===== src/rtl/fep_pkg.sv =====
package fep_pkg;

    // register indexes on the configuration port
    localparam logic [2:0] CFG_SYNC_BYTE   = 3'd0;
    localparam logic [2:0] CFG_MAX_LENGTH  = 3'd1;
    localparam logic [2:0] CFG_CB_THRESH   = 3'd2;
    localparam logic [2:0] CFG_NO_EVENT    = 3'd3;
    localparam logic [2:0] CFG_SHORT_LEN   = 3'd4;
    localparam logic [2:0] CFG_LONG_LEN    = 3'd5;

    localparam logic [7:0] RST_SYNC_BYTE   = 8'd165;
    localparam logic [7:0] RST_MAX_LENGTH  = 8'd13;
    localparam logic [7:0] RST_CB_THRESH   = 8'd32;
    localparam logic [7:0] RST_NO_EVENT    = 8'd0;
    localparam logic [3:0] RST_SHORT_LEN   = 4'd4;
    localparam logic [3:0] RST_LONG_LEN    = 4'd10;

    // payload count width, holds counts up to 31
    localparam int CNT_W = 5;

    typedef struct packed {
        logic [7:0] sync_byte;
        logic [7:0] max_length;
        logic [7:0] cb_thresh;
        logic [7:0] no_event;
        logic [3:0] short_len;
        logic [3:0] long_len;
    } t_cfg;

    // front to back: payload writes and end-of-message verdict
    typedef struct packed {
        logic             wr_en;
        logic [7:0]       wr_data;
        logic             commit;
        logic             rollback;
        logic [7:0]       ev_type;
        logic [CNT_W-1:0] count;
    } t_f2b;

    typedef struct packed {
        logic [7:0] ev_type;
        logic [3:0] index;
        logic [7:0] data;
        logic       last;
    } t_res;

endpackage


===== src/rtl/fep_front.sv =====
module fep_front #(
    parameter int MAX_PAYLOAD = 10
) (
    input  logic          i_clk,
    input  logic          i_rst_n,
    input  fep_pkg::t_cfg i_cfg,
    input  logic          i_acc,
    input  logic [7:0]    i_byte,
    output fep_pkg::t_f2b o_f2b
);

    localparam int CW = fep_pkg::CNT_W;

    typedef enum logic [1:0] {
        PH_LENGTH,
        PH_TYPE,
        PH_PAYLOAD,
        PH_TRAILER
    } t_phase;

    t_phase         r_phase, n_phase;
    logic           r_oos, n_oos;
    logic [7:0]     r_ptype, n_ptype;
    logic [CW-1:0]  r_cnt, n_cnt;
    logic [CW-1:0]  size;
    logic [CW-1:0]  raw;
    logic           trl;
    fep_pkg::t_f2b  f2b;

    // payload size, re-evaluated on every byte
    always_comb begin
        raw = (r_ptype < i_cfg.cb_thresh) ? CW'(i_cfg.short_len) : CW'(i_cfg.long_len);
        if (raw == '0) begin
            raw = CW'(1);
        end
        if (raw > CW'(MAX_PAYLOAD)) begin
            raw = CW'(MAX_PAYLOAD);
        end
        size = raw;
    end

    always_comb begin
        n_phase = r_phase;
        n_oos   = r_oos;
        n_ptype = r_ptype;
        n_cnt   = r_cnt;
        trl     = 1'b0;
        f2b     = '0;
        f2b.wr_data = i_byte;
        f2b.ev_type = r_ptype;
        f2b.count   = r_cnt;
        if (i_acc) begin
            if (r_oos) begin
                if (i_byte == i_cfg.sync_byte) begin
                    n_oos   = 1'b0;
                    n_ptype = i_cfg.no_event;
                    n_cnt   = '0;
                    n_phase = PH_LENGTH;
                end
            end else begin
                case (r_phase)
                    PH_LENGTH: begin
                        if (i_byte > i_cfg.max_length) begin
                            n_oos = 1'b1;
                        end else begin
                            n_phase = PH_TYPE;
                        end
                    end
                    PH_TYPE: begin
                        n_ptype = i_byte;
                        n_cnt   = '0;
                        n_phase = (i_byte == i_cfg.no_event) ? PH_LENGTH : PH_PAYLOAD;
                    end
                    PH_PAYLOAD: begin
                        if (r_cnt >= size) begin
                            trl = 1'b1;
                        end else begin
                            f2b.wr_en = 1'b1;
                            n_cnt     = r_cnt + CW'(1);
                            if (r_cnt + CW'(1) >= size) begin
                                n_phase = PH_TRAILER;
                            end
                        end
                    end
                    default: begin
                        trl = 1'b1;
                    end
                endcase
                if (trl) begin
                    n_phase = PH_LENGTH;
                    n_cnt   = '0;
                    if (i_byte != i_cfg.sync_byte) begin
                        n_oos        = 1'b1;
                        f2b.rollback = 1'b1;
                    end else begin
                        f2b.commit = 1'b1;
                        n_ptype    = i_cfg.no_event;
                    end
                end
            end
        end
    end

    always_ff @(posedge i_clk) begin
        if (!i_rst_n) begin
            r_phase <= PH_LENGTH;
            r_oos   <= 1'b0;
            r_ptype <= fep_pkg::RST_NO_EVENT;
            r_cnt   <= '0;
        end else begin
            r_phase <= n_phase;
            r_oos   <= n_oos;
            r_ptype <= n_ptype;
            r_cnt   <= n_cnt;
        end
    end

    assign o_f2b = f2b;

endmodule


===== src/rtl/fep_back.sv =====
module fep_back #(
    parameter int MAX_PAYLOAD = 10
) (
    input  logic          i_clk,
    input  logic          i_rst_n,
    input  fep_pkg::t_f2b i_f2b,
    output logic          o_full,
    input  logic          i_pop,
    output logic          o_empty,
    output fep_pkg::t_res o_res
);

    localparam int CW    = fep_pkg::CNT_W;
    localparam int AW    = $clog2(MAX_PAYLOAD) + 1;   // ring holds at least two full-size payloads
    localparam int DEPTH = 2 ** AW;
    localparam int QAW   = 2;
    localparam int QD    = 2 ** QAW;

    // payload ring: tentative write, committed and read pointers
    logic [7:0]    r_mem [DEPTH];
    logic [AW:0]   r_wr_ptr, r_cm_ptr, r_rd_ptr;

    // descriptor queue of committed messages
    logic [7:0]    r_dq_type [QD];
    logic [CW-1:0] r_dq_cnt  [QD];
    logic [QAW:0]  r_dq_wp, r_dq_rp;
    logic [QAW:0]  dq_cnt;

    // run being read out
    logic          r_busy;
    logic [7:0]    r_cur_type;
    logic [CW-1:0] r_cur_cnt, r_idx;

    // read stage
    logic          r_s1_vld;
    logic [7:0]    r_s1_type, r_s1_data;
    logic [3:0]    r_s1_idx;
    logic          r_s1_last;

    // result queue
    fep_pkg::t_res r_oq [QD];
    logic [QAW:0]  r_oq_wp, r_oq_rp;
    logic [QAW:0]  oq_cnt;

    logic          issue;
    logic          is_last;
    logic          load;
    logic          pop_ok;

    assign dq_cnt  = r_dq_wp - r_dq_rp;
    assign oq_cnt  = r_oq_wp - r_oq_rp;
    assign issue   = r_busy && ((oq_cnt + (QAW+1)'(r_s1_vld)) < (QAW+1)'(QD));
    assign is_last = (r_idx + CW'(1)) == r_cur_cnt;
    assign load    = !r_busy && (dq_cnt != '0);
    assign pop_ok  = i_pop && !o_empty;

    assign o_full  = ((r_wr_ptr - r_rd_ptr) == (AW+1)'(DEPTH)) || (dq_cnt == (QAW+1)'(QD));
    assign o_empty = (oq_cnt == '0);
    assign o_res   = r_oq[r_oq_rp[QAW-1:0]];

    always_ff @(posedge i_clk) begin
        if (i_f2b.wr_en) begin
            r_mem[r_wr_ptr[AW-1:0]] <= i_f2b.wr_data;
        end
        if (issue) begin
            r_s1_data <= r_mem[r_rd_ptr[AW-1:0]];
        end
    end

    always_ff @(posedge i_clk) begin
        if (i_f2b.commit) begin
            r_dq_type[r_dq_wp[QAW-1:0]] <= i_f2b.ev_type;
            r_dq_cnt[r_dq_wp[QAW-1:0]]  <= i_f2b.count;
        end
        if (load) begin
            r_cur_type <= r_dq_type[r_dq_rp[QAW-1:0]];
            r_cur_cnt  <= r_dq_cnt[r_dq_rp[QAW-1:0]];
        end
        if (issue) begin
            r_s1_type <= r_cur_type;
            r_s1_idx  <= 4'(r_idx);
            r_s1_last <= is_last;
        end
        if (r_s1_vld) begin
            r_oq[r_oq_wp[QAW-1:0]] <= '{ev_type: r_s1_type, index: r_s1_idx,
                                        data: r_s1_data, last: r_s1_last};
        end
    end

    always_ff @(posedge i_clk) begin
        if (!i_rst_n) begin
            r_wr_ptr <= '0;
            r_cm_ptr <= '0;
            r_rd_ptr <= '0;
            r_dq_wp  <= '0;
            r_dq_rp  <= '0;
            r_busy   <= 1'b0;
            r_idx    <= '0;
            r_s1_vld <= 1'b0;
            r_oq_wp  <= '0;
            r_oq_rp  <= '0;
        end else begin
            if (i_f2b.wr_en) begin
                r_wr_ptr <= r_wr_ptr + (AW+1)'(1);
            end else if (i_f2b.rollback) begin
                r_wr_ptr <= r_cm_ptr;
            end
            if (i_f2b.commit) begin
                r_cm_ptr <= r_wr_ptr;
                r_dq_wp  <= r_dq_wp + (QAW+1)'(1);
            end
            if (load) begin
                r_busy  <= 1'b1;
                r_idx   <= '0;
                r_dq_rp <= r_dq_rp + (QAW+1)'(1);
            end else if (issue) begin
                r_rd_ptr <= r_rd_ptr + (AW+1)'(1);
                r_idx    <= r_idx + CW'(1);
                if (is_last) begin
                    r_busy <= 1'b0;
                end
            end
            r_s1_vld <= issue;
            if (r_s1_vld) begin
                r_oq_wp <= r_oq_wp + (QAW+1)'(1);
            end
            if (pop_ok) begin
                r_oq_rp <= r_oq_rp + (QAW+1)'(1);
            end
        end
    end

    a_ring_bound: assert property (@(posedge i_clk) disable iff (!i_rst_n)
        (r_wr_ptr - r_rd_ptr) <= (AW+1)'(DEPTH))
        else $error("payload ring overrun");

    a_commit_order: assert property (@(posedge i_clk) disable iff (!i_rst_n)
        (r_cm_ptr - r_rd_ptr) <= (r_wr_ptr - r_rd_ptr))
        else $error("committed pointer outside ring window");

    a_oq_bound: assert property (@(posedge i_clk) disable iff (!i_rst_n)
        (oq_cnt + (QAW+1)'(r_s1_vld)) <= (QAW+1)'(QD))
        else $error("result queue overrun");

    a_run_end: assert property (@(posedge i_clk) disable iff (!i_rst_n)
        (issue && is_last) |=> !r_busy)
        else $error("run did not end on last word");

endmodule


===== src/rtl/framed_event_message_parser_top.sv =====
// Framed event message parser.
// Input channel: one received byte per word on i_rx_byte, taken when push is
// high and full is low. Messages are: length, event type, payload, trailer;
// a no-event type ends a message after its type byte. Result channel: one
// payload byte per word (o_event_type, o_byte_index, o_payload_byte,
// o_last) shown while empty is low, taken when pop is high. A message's run
// appears only once its trailer matches the sync byte. Throughput: one input
// word per cycle while full is low; results leave at one word per cycle
// while the receiver pops, pausing between runs while the next descriptor
// loads. A committed run passes the run load, ring read and result queue.
// Configuration: i_cfg_we / i_cfg_idx / i_cfg_data write one register per
// cycle; indexes beyond the list are ignored.
// Reset (synchronous, i_rst_n low) loads register defaults, puts the parser
// in sync awaiting a length byte and empties all queues.
// When the receiver stalls, the result queue and the payload ring fill; full
// rises once the payload ring is full (32 bytes at the default size, at least
// two full-size payloads) or four messages wait, and no input byte is lost.
module framed_event_message_parser_top #(
    parameter int MAX_PAYLOAD = 10
) (
    input  logic       i_clk,
    input  logic       i_rst_n,
    input  logic       push,
    output logic       full,
    input  logic [7:0] i_rx_byte,
    output logic       empty,
    input  logic       pop,
    output logic [7:0] o_event_type,
    output logic [3:0] o_byte_index,
    output logic [7:0] o_payload_byte,
    output logic       o_last,
    input  logic       i_cfg_we,
    input  logic [2:0] i_cfg_idx,
    input  logic [7:0] i_cfg_data
);

    fep_pkg::t_cfg r_cfg;
    fep_pkg::t_f2b f2b;
    fep_pkg::t_res res;
    logic          acc;

    always_ff @(posedge i_clk) begin
        if (!i_rst_n) begin
            r_cfg.sync_byte  <= fep_pkg::RST_SYNC_BYTE;
            r_cfg.max_length <= fep_pkg::RST_MAX_LENGTH;
            r_cfg.cb_thresh  <= fep_pkg::RST_CB_THRESH;
            r_cfg.no_event   <= fep_pkg::RST_NO_EVENT;
            r_cfg.short_len  <= fep_pkg::RST_SHORT_LEN;
            r_cfg.long_len   <= fep_pkg::RST_LONG_LEN;
        end else if (i_cfg_we) begin
            case (i_cfg_idx)
                fep_pkg::CFG_SYNC_BYTE:  r_cfg.sync_byte  <= i_cfg_data;
                fep_pkg::CFG_MAX_LENGTH: r_cfg.max_length <= i_cfg_data;
                fep_pkg::CFG_CB_THRESH:  r_cfg.cb_thresh  <= i_cfg_data;
                fep_pkg::CFG_NO_EVENT:   r_cfg.no_event   <= i_cfg_data;
                fep_pkg::CFG_SHORT_LEN:  r_cfg.short_len  <= i_cfg_data[3:0];
                fep_pkg::CFG_LONG_LEN:   r_cfg.long_len   <= i_cfg_data[3:0];
                default: ;
            endcase
        end
    end

    assign acc = push && !full;

    fep_front #(
        .MAX_PAYLOAD (MAX_PAYLOAD)
    ) u_front (
        .i_clk   (i_clk),
        .i_rst_n (i_rst_n),
        .i_cfg   (r_cfg),
        .i_acc   (acc),
        .i_byte  (i_rx_byte),
        .o_f2b   (f2b)
    );

    fep_back #(
        .MAX_PAYLOAD (MAX_PAYLOAD)
    ) u_back (
        .i_clk   (i_clk),
        .i_rst_n (i_rst_n),
        .i_f2b   (f2b),
        .o_full  (full),
        .i_pop   (pop),
        .o_empty (empty),
        .o_res   (res)
    );

    assign o_event_type   = res.ev_type;
    assign o_byte_index   = res.index;
    assign o_payload_byte = res.data;
    assign o_last         = res.last;

endmodule

===== config.mk =====
export PLATFORM = sky130hd
export DESIGN_NAME = framed_event_message_parser_top
export DESIGN_NICKNAME = d
export VERILOG_FILES = /design/src/rtl/fep_pkg.sv /design/src/rtl/fep_front.sv /design/src/rtl/fep_back.sv /design/src/rtl/framed_event_message_parser_top.sv
export SDC_FILE = /design/constraint.sdc
export NUM_CORES = 1
export LEC_CHECK = 0
export BUFFER_PORTS_ARGS = -buffer_cell sky130_fd_sc_hd__clkbuf_2
export CAP_MARGIN = 20
export CORE_ASPECT_RATIO = 0.9
export CORE_MARGIN = 4
export CORE_UTILIZATION = 55
export DETAILED_ROUTE_END_ITERATION = 12
export PLACE_DENSITY = 0.69
export SYNTH_ARGS = -nofsm -noshare
export SYNTH_HDL_FRONTEND = slang
export SYNTH_SLANG_ARGS = --single-unit

===== constraint.sdc =====
create_clock -name i_clk -period 7.77 [get_ports i_clk]
set_clock_uncertainty 0.05 [all_clocks]
set_input_delay 1.1655 -clock i_clk [delete_from_list [all_inputs] [get_ports i_clk]]
set_output_delay 1.1655 -clock i_clk [all_outputs]
set_load 0.01 [all_outputs]

Yosys cells after proc, flatten, opt, wreduce, memory -nomap -nowiden
Memory sizes are Yosys's and may differ from the RTL's. A register that Yosys moved wholly into a read port is not among the register bits.
Index checks and enable logic that the tools add are counted.
Word-level totals
  bits in registers: 106
  bits in writable memories: 392
  input port bits: 24
  logic and storage cells: 148
  memories kept: 4
Memories
  u_back.r_mem: depth 32, width 8, rd ports 1, clocked after Yosys merged registers in 1, wr ports 1, RTL line fep_back.sv:20  | logic [7:0] r_mem [DEPTH];
  u_back.r_oq: depth 4, width 21, rd ports 1, clocked after Yosys merged registers in 1, wr ports 1, RTL line fep_back.sv:41  | fep_pkg::t_res r_oq [QD];
  u_back.r_dq_type: depth 4, width 8, rd ports 1, clocked after Yosys merged registers in 1, wr ports 1, RTL line fep_back.sv:24  | logic [7:0] r_dq_type [QD];
  u_back.r_dq_cnt: depth 4, width 5, rd ports 1, clocked after Yosys merged registers in 1, wr ports 1, RTL line fep_back.sv:25  | logic [CW-1:0] r_dq_cnt [QD];
Operators by class
  add/sub/neg operators: 12
  magnitude comparators: 6
  eq/ne operators: 17
  multiplexer cells: 53
  bitwise logic cells: 2
  reduce and logical (&&, ||, !) cells: 31
Operator list (count)
  8-bit 2-to-1 mux: 5
  5-bit 2-to-1 mux: 6
  1-bit 2-to-1 mux: 24
  2-bit 2-to-1 mux: 12
  2-bit AND reduction: 9
  8-bit equality test: 2
  3-bit by 1-bit adder with 3-bit output, second input constant: 4
  6-bit by 1-bit adder with 6-bit output, second input constant: 2
  6-bit 2-to-1 mux: 2
  5-bit by 1-bit adder with 5-bit output, second input constant: 2
  5-bit >= comparator: 2
  5-bit case mux with 2 select lines: 1
  3-bit equality test, second input constant: 3
  8-bit greater-than comparator: 1
  8-bit less-than comparator: 1
  4-bit by 3-bit != test with 1-bit output, second input constant: 2
  8-bit != test: 1
  3-bit by 2-bit equality test with 1-bit output, second input constant: 2
  6-bit equality test, second input constant: 1
  3-bit logical NOT: 2
  2-bit case mux with 3 select lines: 1
  6-bit AND reduction: 1
  2-bit nonzero test: 3
  3-bit subtractor: 2
  23 further kinds: 30

Logic depth before layout (Yosys ltp)
Gate-level depths: netlist of the first run.
  depth after elaboration: 16
  depth in mapped cells: 17
  depth with buffers taken out: 16

Cells and area by module
From an unflattened synthesis of the first run, not the netlist that was laid out.
Second synthesis, totals
  cells, all modules: 1371
  area, all modules: 21700.8 µm²
Modules (own cells, without submodules)
  fep_back: instances 1, cells each 996, area each 18212.5 µm²
  fep_front: instances 1, cells each 221, area each 1903.1 µm²
  framed_event_message_parser_top: instances 1, cells each 154, area each 1585.3 µm²

Worst setup path after synthesis of the first run
Ideal clock, no wire load.
  path type: register -> register
  from: reg r_cfg[17] (netlist name)
  to: mem u_back.r_mem[30][0], enable pin
  setup time: 0.370 ns
  arrival: 3.731 ns
  required time: 7.350 ns
  path slack: 3.619 ns
  stages on the path, launching flop included: 17
  period minus slack after synthesis: 4.151 ns
  cells stage by stage: dfxtp_1 inv_1 ha_1 a21oi_1 nor2b_1 o21ai_0 a21oi_1 o41ai_2 mux2_2 ha_1 nand2_1 o21ai_0 a21oi_1 clkbuf_1 o211a_2 nand2_1 nor2_1
On the way
  word-level cells in the longest chain between the ends: 13
RTL lines
  from (decl): RTL line framed_event_message_parser_top.sv:37  | fep_pkg::t_cfg r_cfg;
  8-bit less-than comparator (*): RTL line fep_front.sv:32  | raw = (r_ptype < i_cfg.cb_thresh) ? CW'(i_cfg.short_len) : CW'(i_cfg.long_len);
  4-bit 2-to-1 mux (*): RTL line fep_front.sv:32
  5-bit logical NOT: RTL line fep_front.sv:33  | if (raw == '0) begin
  5-bit 2-to-1 mux (*): RTL line fep_front.sv:33
  5-bit by 4-bit greater-than comparator with 1-bit output: RTL line fep_front.sv:36  | if (raw > CW'(MAX_PAYLOAD)) begin
  5-bit 2-to-1 mux (*): RTL line fep_front.sv:36
  5-bit >= comparator (*): RTL line fep_front.sv:75  | if (r_cnt >= size) begin
  1-bit 2-to-1 mux (*): RTL line fep_front.sv:75
  1-bit 2-to-1 mux (*): RTL line fep_front.sv:61  | case (r_phase)
  1-bit 2-to-1 mux (*): RTL line fep_front.sv:53  | if (r_oos) begin
  1-bit 2-to-1 mux (*): RTL line fep_front.sv:52  | if (i_acc) begin
  1-bit 2-to-1 mux (*): RTL line fep_back.sv:62  | if (i_f2b.wr_en) begin
  1-bit 2-to-1 mux (implied by the code) (*): RTL line fep_back.sv:63  | r_mem[r_wr_ptr[AW-1:0]] <= i_f2b.wr_data;
  to (decl): RTL line fep_back.sv:20
Mark *: on every way between the ends. The rest lies on a longest branch, timed or not.

Worst setup path after layout of the first run
  from: reg u_back.r_rd_ptr[1]
  to: out full
On the way
  word-level cells in the longest chain between the ends: 3
RTL lines
  from (decl): RTL line fep_back.sv:21  | logic [AW:0] r_wr_ptr, r_cm_ptr, r_rd_ptr;
  from (signal assigned): RTL line fep_back.sv:117  | r_rd_ptr <= r_rd_ptr + (AW+1)'(1);
  6-bit subtractor: RTL line fep_back.sv:57  | assign o_full = ((r_wr_ptr - r_rd_ptr) == (AW+1)'(DEPTH)) || (dq_cnt == (QAW+1)'(QD));
  6-bit equality test: RTL line fep_back.sv:57
  1-bit logical OR: RTL line fep_back.sv:57
  to (decl): RTL line framed_event_message_parser_top.sv:24  | output logic full,
Every way passes these cells.

==> results of run 1 <==
## sequential cells by signal (all words and copies together), names as in the netlist, 4 cells and up, named ones only
name               flops
u_back.r_s1_type       8
u_back.r_rd_ptr        6
u_back.r_wr_ptr        6
u_back.r_mem         256
u_back.r_s1_idx        4
u_back.r_cm_ptr        6
u_back.r_dq_cnt       20
u_back.r_dq_type      32
u_back.r_s1_data       8
u_front.r_cnt          5
u_back.r_oq           84
u_back.r_idx           5
u_back.r_cur_cnt       5
r_cfg                 40
u_back.r_cur_type      8
u_front.r_ptype        8
## cell usage in the layout, fill, tap and decap left out, drive strengths merged, types with 17 or more instances in the layout
master,Yosys,final
inv,45,46
ha,52,52
mux2i,27,27
buf,13,21
clkinv,0,17
dfxtp,95,95
edfxtp,426,426
o21ai,19,19
nand2,123,123
nor2,95,95
a21oi,51,51
nand3,17,17
xor2,26,26
xnor2,22,22
mux4,114,114
clkbuf,40,113
## per-stage QoR
step           std cells  power [W]
6_report            1892    0.00727
5_1_grt             1892    0.00760
4_1_cts             1888    0.00732
3_5_place_dp        1794    0.00483
3_3_place_gp        1794    0.00480
2_1_floorplan       1294    0.00441
## power groups by stage
stage	sequential, W	combinational [W]	clock, W
2_1_floorplan	0.00337	0.00104	0
3_3_place_gp	0.00346	0.00134	0
3_5_place_dp	0.00347	0.00136	0
4_1_cts	0.00341	0.00136	0.00255
5_1_grt	0.00344	0.00148	0.00268
6_report	0.00341	0.00136	0.00250
## area by class of cell
cell class,count,area [um^2]
Clock buffer,67,1370
Sequential cell,521,14700
Inverter,45,169
Multi-Input combinational cell,675,6200
Timing Repair Buffer,67,448
Fill cell,2763,14400
Tap cell,490,613
Clock inverter,27,343
## how the worst min path moves through the flow
stage / depth (start not counted) / from / to / slack (ns)
CTS: 0 / u_back.r_cur_type[0]$_DFFE_PP_ / u_back.r_s1_type[0]$_DFFE_PP_ / 0.37
global placement: 0 / u_back.r_cur_type[2]$_DFFE_PP_ / u_back.r_s1_type[2]$_DFFE_PP_ / 0.36
finish: 0 / u_back.r_cur_type[0]$_DFFE_PP_ / u_back.r_s1_type[0]$_DFFE_PP_ / 0.36
global route: 0 / u_back.r_cur_type[0]$_DFFE_PP_ / u_back.r_s1_type[0]$_DFFE_PP_ / 0.38
detailed placement: 0 / u_back.r_cur_type[2]$_DFFE_PP_ / u_back.r_s1_type[2]$_DFFE_PP_ / 0.36
floorplan: 0 / u_back.r_cur_type[0]$_DFFE_PP_ / u_back.r_s1_type[0]$_DFFE_PP_ / 0.35
## kinds of logic (layout without fill, tap and decap cells)
group	after synthesis	in the layout
and+or+nand+nor	314	314
AOI/OAI and AO/OA	116	116
buffers and inverters	98	206
muxes	144	144
DFF	521	521
adders and majority gates	53	53
xor gates and xnor gates	48	48
## layer usage
layer	wire (um)	GRT usage [%]	vias up
li1	-	-	5101
met1	19300	32.0	5743
met2	21100	33.5	387
met3	2920	3.92	59
met4	832	4.96	0
met5	0	0	-
==> results.md, run 1 <==
* Mean cell area of the mapped netlist at 16.4 um^2
* R2R Path End: u_back.r_mem[15][5]$_DFFE_PP_
* Instance count of the mapped netlist at between 1,000 and 1,500
* CTS buffer count at 51
* Clock root buffer master: sky130_fd_sc_hd__clkbuf_16
* Share of flip-flops with an asynchronous set or reset after synthesis at 0%
* Top post-synthesis cells by area: sky130_fd_sc_hd__edfxtp_1, sky130_fd_sc_hd__mux4_2, sky130_fd_sc_hd__dfxtp_1
* Most used flip-flop cell after synthesis: sky130_fd_sc_hd__edfxtp_1
* Leakage power at 7.94 nW
* Most frequent cells after synthesis: sky130_fd_sc_hd__edfxtp_1, sky130_fd_sc_hd__nand2_1, sky130_fd_sc_hd__mux4_2
* Total of max-cap violations at 0
* Initial core utilization at between 50% and 60%
* Logic gate share of total power at a little under a fifth
* Maximum net fanout on the critical path at between 60 and 70
* Number of hold violations in the final report at 0
* Number of max-slew violations in the final report at 0
* Clock Power Share at 34.4%
* Aggregate global routing overflow at 0
* Data arrival time of the critical path at roughly 3.8 ns
* Reg-to-reg slack, setup at between 2 and 3 ns
* Width of the die at roughly 220 um
* Most instantiated library cell after synthesis: sky130_fd_sc_hd__edfxtp_1
* Peak supply drop at around 170 uV
* Type of origin of the critical path: flop
* Unrepaired setup endpoints after global routing: false
* Fraction of post-synthesis cell area in the top cell type by area at 60.2%
* Worst reg2reg startpoint: u_front.r_ptype[1]$_SDFFE_PN0P_
* Proportion of synthesized area in mux cells at ~14%
* Area growth syn-to-layout at 12.1%
* Post-placement setup slack at ~3.0 ns
* Post-Synthesis Net Count at 1,371
* Top Family by Delay on Critical Path: compound AO/OA/AOI/OAI gates
* Adder and majority gate portion of the synthesized area at approximately 3.2%
* Diode insertion count for antenna repair at 0
* Number of antenna violations at the first check in global routing at 1
* Post-CTS setup buffer count at 0
* Htree depth at 2
* Count of buffering cells on the critical path with inverters included at 3
* Number of storage elements in the synthesis netlist at between 500 and 600
* Remaining routing DRC violations at 0
* Post_cts resized at 0
* Cells along the critical path: buf_4 -> inv_1 -> ha_1 -> nand2b_1 -> a21oi_1 -> o32ai_1 -> a311oi_4 -> nor2_1 -> a31o_2 -> clkbuf_2
* Cells on worst reg2reg path at 14
* Req. time, crit path at around 6.6 ns
* Switching power total at around 0.0019 W
* Hold buffers post-CTS at 0
* Routed via count divided by cell count at about 6
* Switching Share at between 20% and 30%
* Design area at 23,800 um^2
* Setup slack of the critical path after layout at 2.77 ns
* Critical path start-end classification: reg2out
* Worst min-delay path class: reg2reg
* Number of buffers added on ports at 46
* Internal portion of total power at between 0.005 and 0.006 W
* Utilization of the core after routing at between 60% and 70%
* XOR/XNOR Fraction of Synth Area at approximately 2%
* Launch point of the critical path: u_back.r_rd_ptr[1]$_SDFFE_PN0P_
* Tmin final at between 4 and 5 ns
* Post-DP Area at around 22,000 um^2
* Post-CTS clock slew at the launch and capture registers of the worst setup and hold paths at 0.06 ns
* Highest-delay cell along the critical path: sky130_fd_sc_hd__buf_4
* HPWL after DPL at roughly 28,000 um
* Die Footprint at about 42,000 um^2
* First-pass GRT wire length at between 60,000 and 70,000 um
* First-pass DRT Iterations at 5
* Total via count after detailed routing at around 11,000
* Portion of the post-synthesis area used by sequential elements at around 69%
* Post-synthesis instance area at between 20,000 and 25,000 um^2
* Maximum root-to-sink buffer count at 3
* Placeable core region at between 30,000 and 40,000 um^2
* Outcome: complete, no violations
* Number of DRC markers after the initial detailed-route iteration at 948
* Final setup violation count at 0
* Floorplan die height at between 150 and 200 um
* YS warnings at 0
* FMAX at ~0.20 GHz
* I/O pin count at 47
* Sum of routed wire length over all layers at 44,200 um
* TNS Setup at 0 ns
* Portion of total power attributed to sequential cells at between 40% and 50%
* Period Utilization, post-route at 64.3%
* Synthesized-area fraction occupied by and/or/nand/nor cells at under 10%
* Largest net degree at the start of global routing at a little under 70
* DR WL/cell at between 20 and 25 um
* Crit path largest cell delay at 0.69 ns
* Largest family of logic cells by synthesized area: multiplexers
* Pin slew with the least headroom to its limit at between 1 and 1.5 ns
* TritonCTS clock tree: yes
* Final-stage net count at between 1,000 and 1,500
* Capture point of the critical path: full
* Largest area contributor in the synthesized netlist: sky130_fd_sc_hd__edfxtp_1
* Slew margin rel. at 30.1%
* Pwr/cell area at between 300 and 400 nW/um^2
* Placer Congestion at roughly 0.83
* Number of global-route vias before repair at 11,300
* Number of distinct library cells after synthesis at 65
* Number of synthesized flops with an enable pin at 426
* Number of cell rows at 68
* GRT Resource Usage Total at between 20% and 30%
* Compound-Gate Fraction of Synth Area at about 3.8%
* Worst hold slack after final layout at 0.363 ns
* Sink count of the clock tree at about 520
* Ratio of cells with drive above 1 in the final layout at around 20%
* Detail Route Antenna Nets at 0
* Clock latency at the later pin of the worst-skew pair at roughly 0.59 ns
* Number of stages on the worst setup path at 10
* Crit end category: primary output
No activity file was read; power rests on OpenSTA's default activity.
==> inputs of run 2 (changes only) <==
--- a/config.mk
+++ b/config.mk
@@ -5,6 +5,7 @@
 export SDC_FILE = /design/constraint.sdc
 export NUM_CORES = 1
 export LEC_CHECK = 0
+export ABC_AREA = 1
 export BUFFER_PORTS_ARGS = -buffer_cell sky130_fd_sc_hd__clkbuf_2
 export CAP_MARGIN = 20
 export CORE_ASPECT_RATIO = 0.9
==> constraint.sdc (replaced) <==
create_clock -name i_clk -period 4.6 [get_ports i_clk]
set_clock_uncertainty 0.05 [all_clocks]
set_input_delay 0.69 -clock i_clk [delete_from_list [all_inputs] [get_ports i_clk]]
set_output_delay 0.69 -clock i_clk [all_outputs]
set_load 0.01 [all_outputs]
==> run 2 against run 1 <==
Wire length is 14% higher. Synthesized cell count is 50% higher. Worst setup slack worse by 2.5 ns. Clock-buffer cell count is 3 higher. First-iteration DRC count is 51% higher. Highest routed layer is now met5. Sequential power is 81% higher. Via count is 31% higher. Register-to-register slack worse by 2.7 ns. Non-clock buffer count is 13 higher. Critical endpoint is now u_back.r_mem[0][1]$_DFFE_PP_. Core utilization is 0.63 points higher.
==> results.md, run 2 <==
* YS warnings at 0
* Sequential Area at around 15,000 um^2
* Number of storage elements in the synthesis netlist at 521
* Total via count after detailed routing at around 15,000
* Final setup violation count at 0
* Fill cell instance count of the final layout at 3,040
* Pwr/cell area at 609 nW/um^2
* FMAX at around 0.23 GHz
* Adder and majority gate portion of the synthesized area at ~3.1%
* Top Family by Delay on Critical Path: simple AND/OR/NAND/NOR gates
* Design area at between 20,000 and 25,000 um^2
* Post-CTS clock slew at the launch and capture registers of the worst setup and hold paths at roughly 0.060 ns
* I/O pin count at between 40 and 50
* Setup slack of the critical path after layout at 0.302 ns
* Clock latency at the later pin of the worst-skew pair at approximately 0.6 ns
* Crit end category: flop
* Placer Congestion at between 0.8 and 0.9
* Period Utilization, post-route at 93.4%
* Top post-synthesis cells by area: sky130_fd_sc_hd__edfxtp_1, sky130_fd_sc_hd__dfxtp_1, sky130_fd_sc_hd__o21ai_0
* Detail Route Antenna Nets at 0
* Unrepaired setup endpoints after global routing: true
* DR WL/cell at approximately 20 um
* Worst min-delay path class: in2reg
* First-pass GRT wire length at approximately 79,000 um
* Maximum root-to-sink buffer count at 3
* Number of hold violations in the final report at 0
* Number of global-route vias before repair at around 14,000
* Count of buffering cells on the critical path with inverters included at 3
* Instance count of the mapped netlist at slightly below 2,000
* Width of the die at roughly 220 um
* Post-Synthesis Net Count at ~2,000
* Outcome: complete, no violations
* Number of DRC markers after the initial detailed-route iteration at 1,434
* Number of max-slew violations in the final report at 0
* Die Footprint at approximately 43,000 um^2
* Peak supply drop at roughly 350 uV
* Total of max-cap violations at 0
* Largest net degree at the start of global routing at 97
* Post-placement setup slack at between 0.2 and 0.25 ns
* Tmin final at between 4 and 5 ns
* Mean cell area of the mapped netlist at around 11 um^2
* Number of distinct library cells after synthesis at 42
* Number of flip-flops in the largest register at around 260
* Critical path start-end classification: reg2reg
* Most frequent cells in the layout: sky130_fd_sc_hd__edfxtp_1, sky130_fd_sc_hd__nor2_1, sky130_fd_sc_hd__o21ai_0
* Pin slew with the least headroom to its limit at around 1.0 ns
* CTS buffer count at 51
* Placeable core region at roughly 39,000 um^2
* Number of buffers added on ports at between 40 and 50
* HPWL after DPL at between 30,000 and 40,000 um
* Share of flip-flops with an asynchronous set or reset after synthesis at 0%
* Most common library cell in the layout ignoring fill and taps: sky130_fd_sc_hd__edfxtp_1
* Post-synthesis instance area at 21,800 um^2
* GRT Resource Usage Total at between 20% and 30%
* Largest family of logic cells by synthesized area: simple AND/OR/NAND/NOR gates
* Remaining routing DRC violations at 0
* Type of origin of the critical path: flop
* Hold buffers post-CTS at 0
* Sink count of the clock tree at between 500 and 600
* XOR/XNOR Fraction of Synth Area at less than 1%
* Leakage power at roughly 9 nW
* Ratio of cells with drive above 1 in the final layout at between 10% and 20%
* Worst hold slack after final layout at 0.354 ns
* Synthesized-area fraction occupied by and/or/nand/nor cells at around an eighth
* First-pass DRT Iterations at 6
* Compound-Gate Fraction of Synth Area at roughly an eighth
* Proportion of synthesized area in mux cells at less than 1%
* Routed via count divided by cell count at around 5.8
* Cells along the critical path: ha_1 -> a21oi_1 -> o21ai_0 -> nand2_1 -> nand2_1 -> o21ai_0 -> inv_1 -> nor2_1 -> o21ai_0 -> ha_1 -> nand2_1 -> inv_1 -> nand4_1 -> nand4_4 -> nor2_8 -> inv_4 -> nor2_8 -> nand2_4 -> nor2_1
* Clock root buffer master: sky130_fd_sc_hd__clkbuf_16
* TritonCTS clock tree: yes
* Slew margin rel. at just over 30%
* Number of cell rows at approximately 70
* Req. time, crit path at between 4 and 5 ns
* Fraction of post-synthesis cell area in the top cell type by area at roughly three fifths
* Diode insertion count for antenna repair at 0
* Number of synthesized flops with an enable pin at 426
* Sum of routed wire length over all layers at 50,500 um
* Crit path largest cell delay at about 0.55 ns
* Area growth syn-to-layout at 11.7%
* Number of antenna violations at the first check in global routing at 2
* Final-stage net count at just over 2,000
* Largest area contributor in the synthesized netlist: sky130_fd_sc_hd__edfxtp_1
* Highest-delay cell along the critical path: sky130_fd_sc_hd__nor2_1
* Most frequent cells after synthesis: sky130_fd_sc_hd__edfxtp_1, sky130_fd_sc_hd__nor2_1, sky130_fd_sc_hd__o21ai_0
* Floorplan die height at approximately 200 um
* Htree depth at 2
* Most used flip-flop cell after synthesis: sky130_fd_sc_hd__edfxtp_1
* Portion of the post-synthesis area used by sequential elements at ~67%
* Post-DP Area at ~23,000 um^2
* Area taken by multi-input logic gates at between 6000 and 7000 um^2
* Maximum net fanout on the critical path at 9
* Initial core utilization at between 50% and 60%
* Data arrival time of the critical path at between 4 and 5 ns
* Aggregate global routing overflow at 0
* Most instantiated library cell after synthesis: sky130_fd_sc_hd__edfxtp_1
==> run 2: cell count changes after synthesis, moves of 16 or more <==
cell	before	now
sky130_fd_sc_hd__nand2_1	123	218
sky130_fd_sc_hd__clkbuf_1	40	69
sky130_fd_sc_hd__o221ai_1	0	26
sky130_fd_sc_hd__nor2_1	94	316
sky130_fd_sc_hd__mux4_2	114	0
sky130_fd_sc_hd__nand3_1	17	58
sky130_fd_sc_hd__mux2i_1	27	1
sky130_fd_sc_hd__o22ai_1	0	72
sky130_fd_sc_hd__inv_1	43	139
sky130_fd_sc_hd__a21oi_1	51	67
sky130_fd_sc_hd__o21ai_0	15	278
==> run 2: routing by layer <==
layer	vias up	GRT usage, %	wire (um)
met5	-	0	21
met4	4	6.08	1040
met3	91	5.50	4240
met2	587	36.7	23300
met1	7102	33.6	21900
li1	6967	-	-
==> run 2: metrics by stage <==
step	std cells	total power [W]	util (%)	TNS, ns
floorplan	1945	0.00925	-	0
global placement	2456	0.0106	58.2	0
detailed placement	2457	0.0107	58.3	0
CTS	2553	0.0149	62.7	0
global route	2558	0.0157	62.9	-6.92
finish	2558	0.0148	62.9	0
==> run 2: area by class of cell <==
class,count,area share (%)
Clock buffer,70,5.87
Clock inverter,26,1.06
Inverter,146,2.27
Multi-Input combinational cell,1190,25.7
Sequential cell,521,60.4
Tap cell,525,2.70
Timing Repair Buffer,80,2.08
==> run 2: repair_timing <==
action | CTS | global route
buffers inserted | 0 | 5
hold endpoints to repair | 0 | 0
setup endpoints to repair | 0 | 297
resized for setup | 0 | 24
==> run 2: cells by family after synthesis <==
logic type,after synthesis
and+or+nand+nor,643
xor gates and xnor gates,24
muxes,1
adders and majority gates,53
DFF,521
AOI/OAI and AO/OA,469
buffers and inverters,234
==> run 2: final timing paths <==
path | endpoint | from | depth (start not counted) | slack [ns]
min | u_back.r_mem[12][4]$_DFFE_PP_ | i_rx_byte[4] | 1 | 0.35
min reg2reg | u_back.r_s1_type[7]$_DFFE_PP_ | u_back.r_cur_type[7]$_DFFE_PP_ | 0 | 0.37
max | u_back.r_mem[0][1]$_DFFE_PP_ | u_front.r_ptype[3]$_SDFFE_PN0P_ | 19 | 0.30
max reg2reg | u_back.r_mem[0][1]$_DFFE_PP_ | u_front.r_ptype[3]$_SDFFE_PN0P_ | 19 | 0.30
==> run 2: power breakdown <==
group | leakage [nW] | internal, W | switching (W)
combinational | 3.33 | 0.00140 | 0.00308
clock | 0.823 | 0.00241 | 0.00176
sequential | 4.63 | 0.00575 | 0.000417
==> run 2: worst reg2reg max path: cells and delay by family, from the launching register on <==
kind                       cells  cell delay (ns)
AOI/OAI and AO/OA              4             0.68
adders and majority gates      2             0.61
buffers and inverters          3             0.24
DFF                            1             0.45
and+or+nand+nor               10             1.90
==> inputs of run 3 (changes only) <==
--- a/config.mk
+++ b/config.mk
@@ -12,6 +12,7 @@
 export CORE_MARGIN = 4
 export CORE_UTILIZATION = 55
 export DETAILED_ROUTE_END_ITERATION = 12
+export MAX_ROUTING_LAYER = met4
 export PLACE_DENSITY = 0.69
 export SYNTH_ARGS = -nofsm -noshare
 export SYNTH_HDL_FRONTEND = slang
==> run 3 against run 2 <==
Wire length up 0.86%. Maximum frequency down 0.55%. Worst setup slack lost 0.024 ns. Total power is 0.92% higher. Largest cell class unchanged. Largest power group unchanged.
==> results.md, run 3 (synthesized netlist as in run 2, its figures left out) <==
* Number of hold violations in the final report at 0
* Pwr/cell area at just over 600 nW/um^2
* Remaining routing DRC violations at 0
* Routed via count divided by cell count at 5.76
* Worst hold slack after final layout at between 0.3 and 0.4 ns
* Hold buffers post-CTS at 0
* Cells on worst reg2reg path at 19
* Width of the die at 218 um
* Sum of routed wire length over all layers at just over 50,000 um
* CTS buffer count at 51
* Clock root buffer master: sky130_fd_sc_hd__clkbuf_16
* Most frequent cells in the layout: sky130_fd_sc_hd__edfxtp_1, sky130_fd_sc_hd__nor2_1, sky130_fd_sc_hd__o21ai_0
* Detail Route Antenna Nets at 0
* Count of buffering cells on the critical path with inverters included at 2
* Slew margin rel. at between 30% and 40%
* Placeable core region at a little under 40,000 um^2
* Switching power total at between 0.005 and 0.006 W
* Aggregate global routing overflow at 0
* Final setup violation count at 0
* Total via count after detailed routing at roughly 15,000
* Final-stage net count at 2,064
* FMAX at ~0.23 GHz
* Design Power at about 0.015 W
* Leakage power at 8.79 nW
* Unrepaired setup endpoints after global routing: true
* Highest-delay cell along the critical path: sky130_fd_sc_hd__nor2_1
* Setup slack of the critical path after layout at about 0.28 ns
* Switching Share at 35.7%
* Number of cell rows at about 70
* Initial core utilization at 56.3%
* Outcome: complete, no violations
* Floorplan die height at 197 um
* Number of antenna violations at the first check in global routing at 2
* Worst min-delay path class: reg2reg
* Worst hold path cell count at 0
* Ratio of cells with drive above 1 in the final layout at 10.6%
* Number of buffers added on ports at 46
* Number of max-slew violations in the final report at 0
* Peak supply drop at between 300 and 400 uV
* Post-CTS clock slew at the launch and capture registers of the worst setup and hold paths at approximately 0.060 ns
* Req. time, crit path at approximately 4.8 ns
* Maximum net fanout on the critical path at 9
* GRT Resource Usage Total at 24.4%
* Number of DRC markers after the initial detailed-route iteration at between 1,000 and 1,500
* Most common library cell in the layout ignoring fill and taps: sky130_fd_sc_hd__edfxtp_1
* Critical path start-end classification: reg2reg
* Post-placement setup slack at between 0.2 and 0.3 ns
* Crit end category: flop
* Portion of total power attributed to sequential cells at between 40% and 50%
* Clock latency at the later pin of the worst-skew pair at between 0.6 and 0.7 ns
* Htree depth at 2
* First-pass DRT Iterations at 5
* Pin slew with the least headroom to its limit at ~1.0 ns
* Maximum root-to-sink buffer count at 3
* Total of max-cap violations at 0
* Crit path largest cell delay at about 0.55 ns
* Clock Power Share at ~29%
* Die Footprint at approximately 43,000 um^2
* Cells along the critical path: ha_1 -> a21oi_1 -> o21ai_0 -> nand2_1 -> nand2_1 -> o21ai_0 -> nor2_1 -> nor2_1 -> o21ai_0 -> ha_1 -> nand2_1 -> inv_1 -> nand4_1 -> nand4_4 -> nor2_8 -> inv_4 -> nor2_8 -> nand2_4 -> nor2_1
* Number of stages on the worst setup path at 19
* Type of origin of the critical path: flop
* DR WL/cell at 19.9 um
* Period Utilization, post-route at 94.0%
* Data arrival time of the critical path at roughly 4.5 ns
* Logic gate share of total power at 30.1%
* TritonCTS clock tree: yes
* TNS Setup at 0 ns
* First-pass GRT wire length at 79,500 um
* HPWL after DPL at about 32,000 um
* Number of flip-flops in the largest register at ~260
* Top Family by Delay on Critical Path: simple AND/OR/NAND/NOR gates
* I/O pin count at 47
* Largest net degree at the start of global routing at 97
* Tmin final at 4.32 ns
* Post-DP Area at 22,600 um^2
* Internal portion of total power at between 0.009 and 0.01 W
* Number of global-route vias before repair at about 14,000
* Area growth syn-to-layout at 11.9%
* Design area at roughly 24,000 um^2
* Sink count of the clock tree at 521
* Placer Congestion at 0.894
run 3: cell count changes in the layout (fill, tap and decap cells not counted), moves of 3 or more:
| cell | change |
|---|---|
| sky130_fd_sc_hd__clkinvlp_4 | +4 |
| sky130_fd_sc_hd__clkinv_2 | +3 |
| sky130_fd_sc_hd__clkbuf_8 | -3 |
| sky130_fd_sc_hd__clkbuf_1 | -5 |
| sky130_fd_sc_hd__buf_4 | -3 |
run 3: final timing paths:
check / startpoint / endpoint / slack (ns)
min reg2reg: u_back.r_cur_type[3]$_DFFE_PP_ / u_back.r_s1_type[3]$_DFFE_PP_ / 0.37
min: u_back.r_cur_type[3]$_DFFE_PP_ / u_back.r_s1_type[3]$_DFFE_PP_ / 0.37
max: u_front.r_ptype[3]$_SDFFE_PN0P_ / u_back.r_mem[19][6]$_DFFE_PP_ / 0.28
max reg2reg: u_front.r_ptype[3]$_SDFFE_PN0P_ / u_back.r_mem[19][6]$_DFFE_PP_ / 0.28
run 3: repair_timing:
action,4_1_cts,5_1_grt
setup buffers,0,3
endpoints found under the setup margin,0,292
gates resized for setup,0,27
run 3: power groups by stage:
stage          clock [W]  sequential [W]  combinational, W
2_1_floorplan          0         0.00606           0.00319
3_3_place_gp           0         0.00624           0.00435
3_5_place_dp           0         0.00627           0.00445
4_1_cts          0.00434         0.00617           0.00447
5_1_grt          0.00456         0.00623           0.00507
6_report         0.00428         0.00617           0.00451
run 3: area by class of cell:
type / count / area, um^2
Sequential cell: 521 / 14700
Tap cell: 525 / 657
Inverter: 146 / 552
Clock inverter: 34 / 377
Fill cell: 3041 / 14300
Clock buffer: 62 / 1370
Antenna cell: 2 / 5.00
Multi-Input combinational cell: 1190 / 6260
Timing Repair Buffer: 77 / 483
run 3: stage by stage:
step | std cells | utilization, %
floorplan | 1945 | -
global placement | 2455 | 58.2
detailed placement | 2456 | 58.3
CTS | 2552 | 62.8
global route | 2557 | 63.0
finish | 2557 | 63.0
run 3: layer usage:
metal	vias up	track usage, %	wire [um]
met2	624	36.8	23400
met4	0	6.90	1190
li1	6971	-	-
met3	107	5.53	4300
met5	-	-	0
met1	7027	33.9	22000
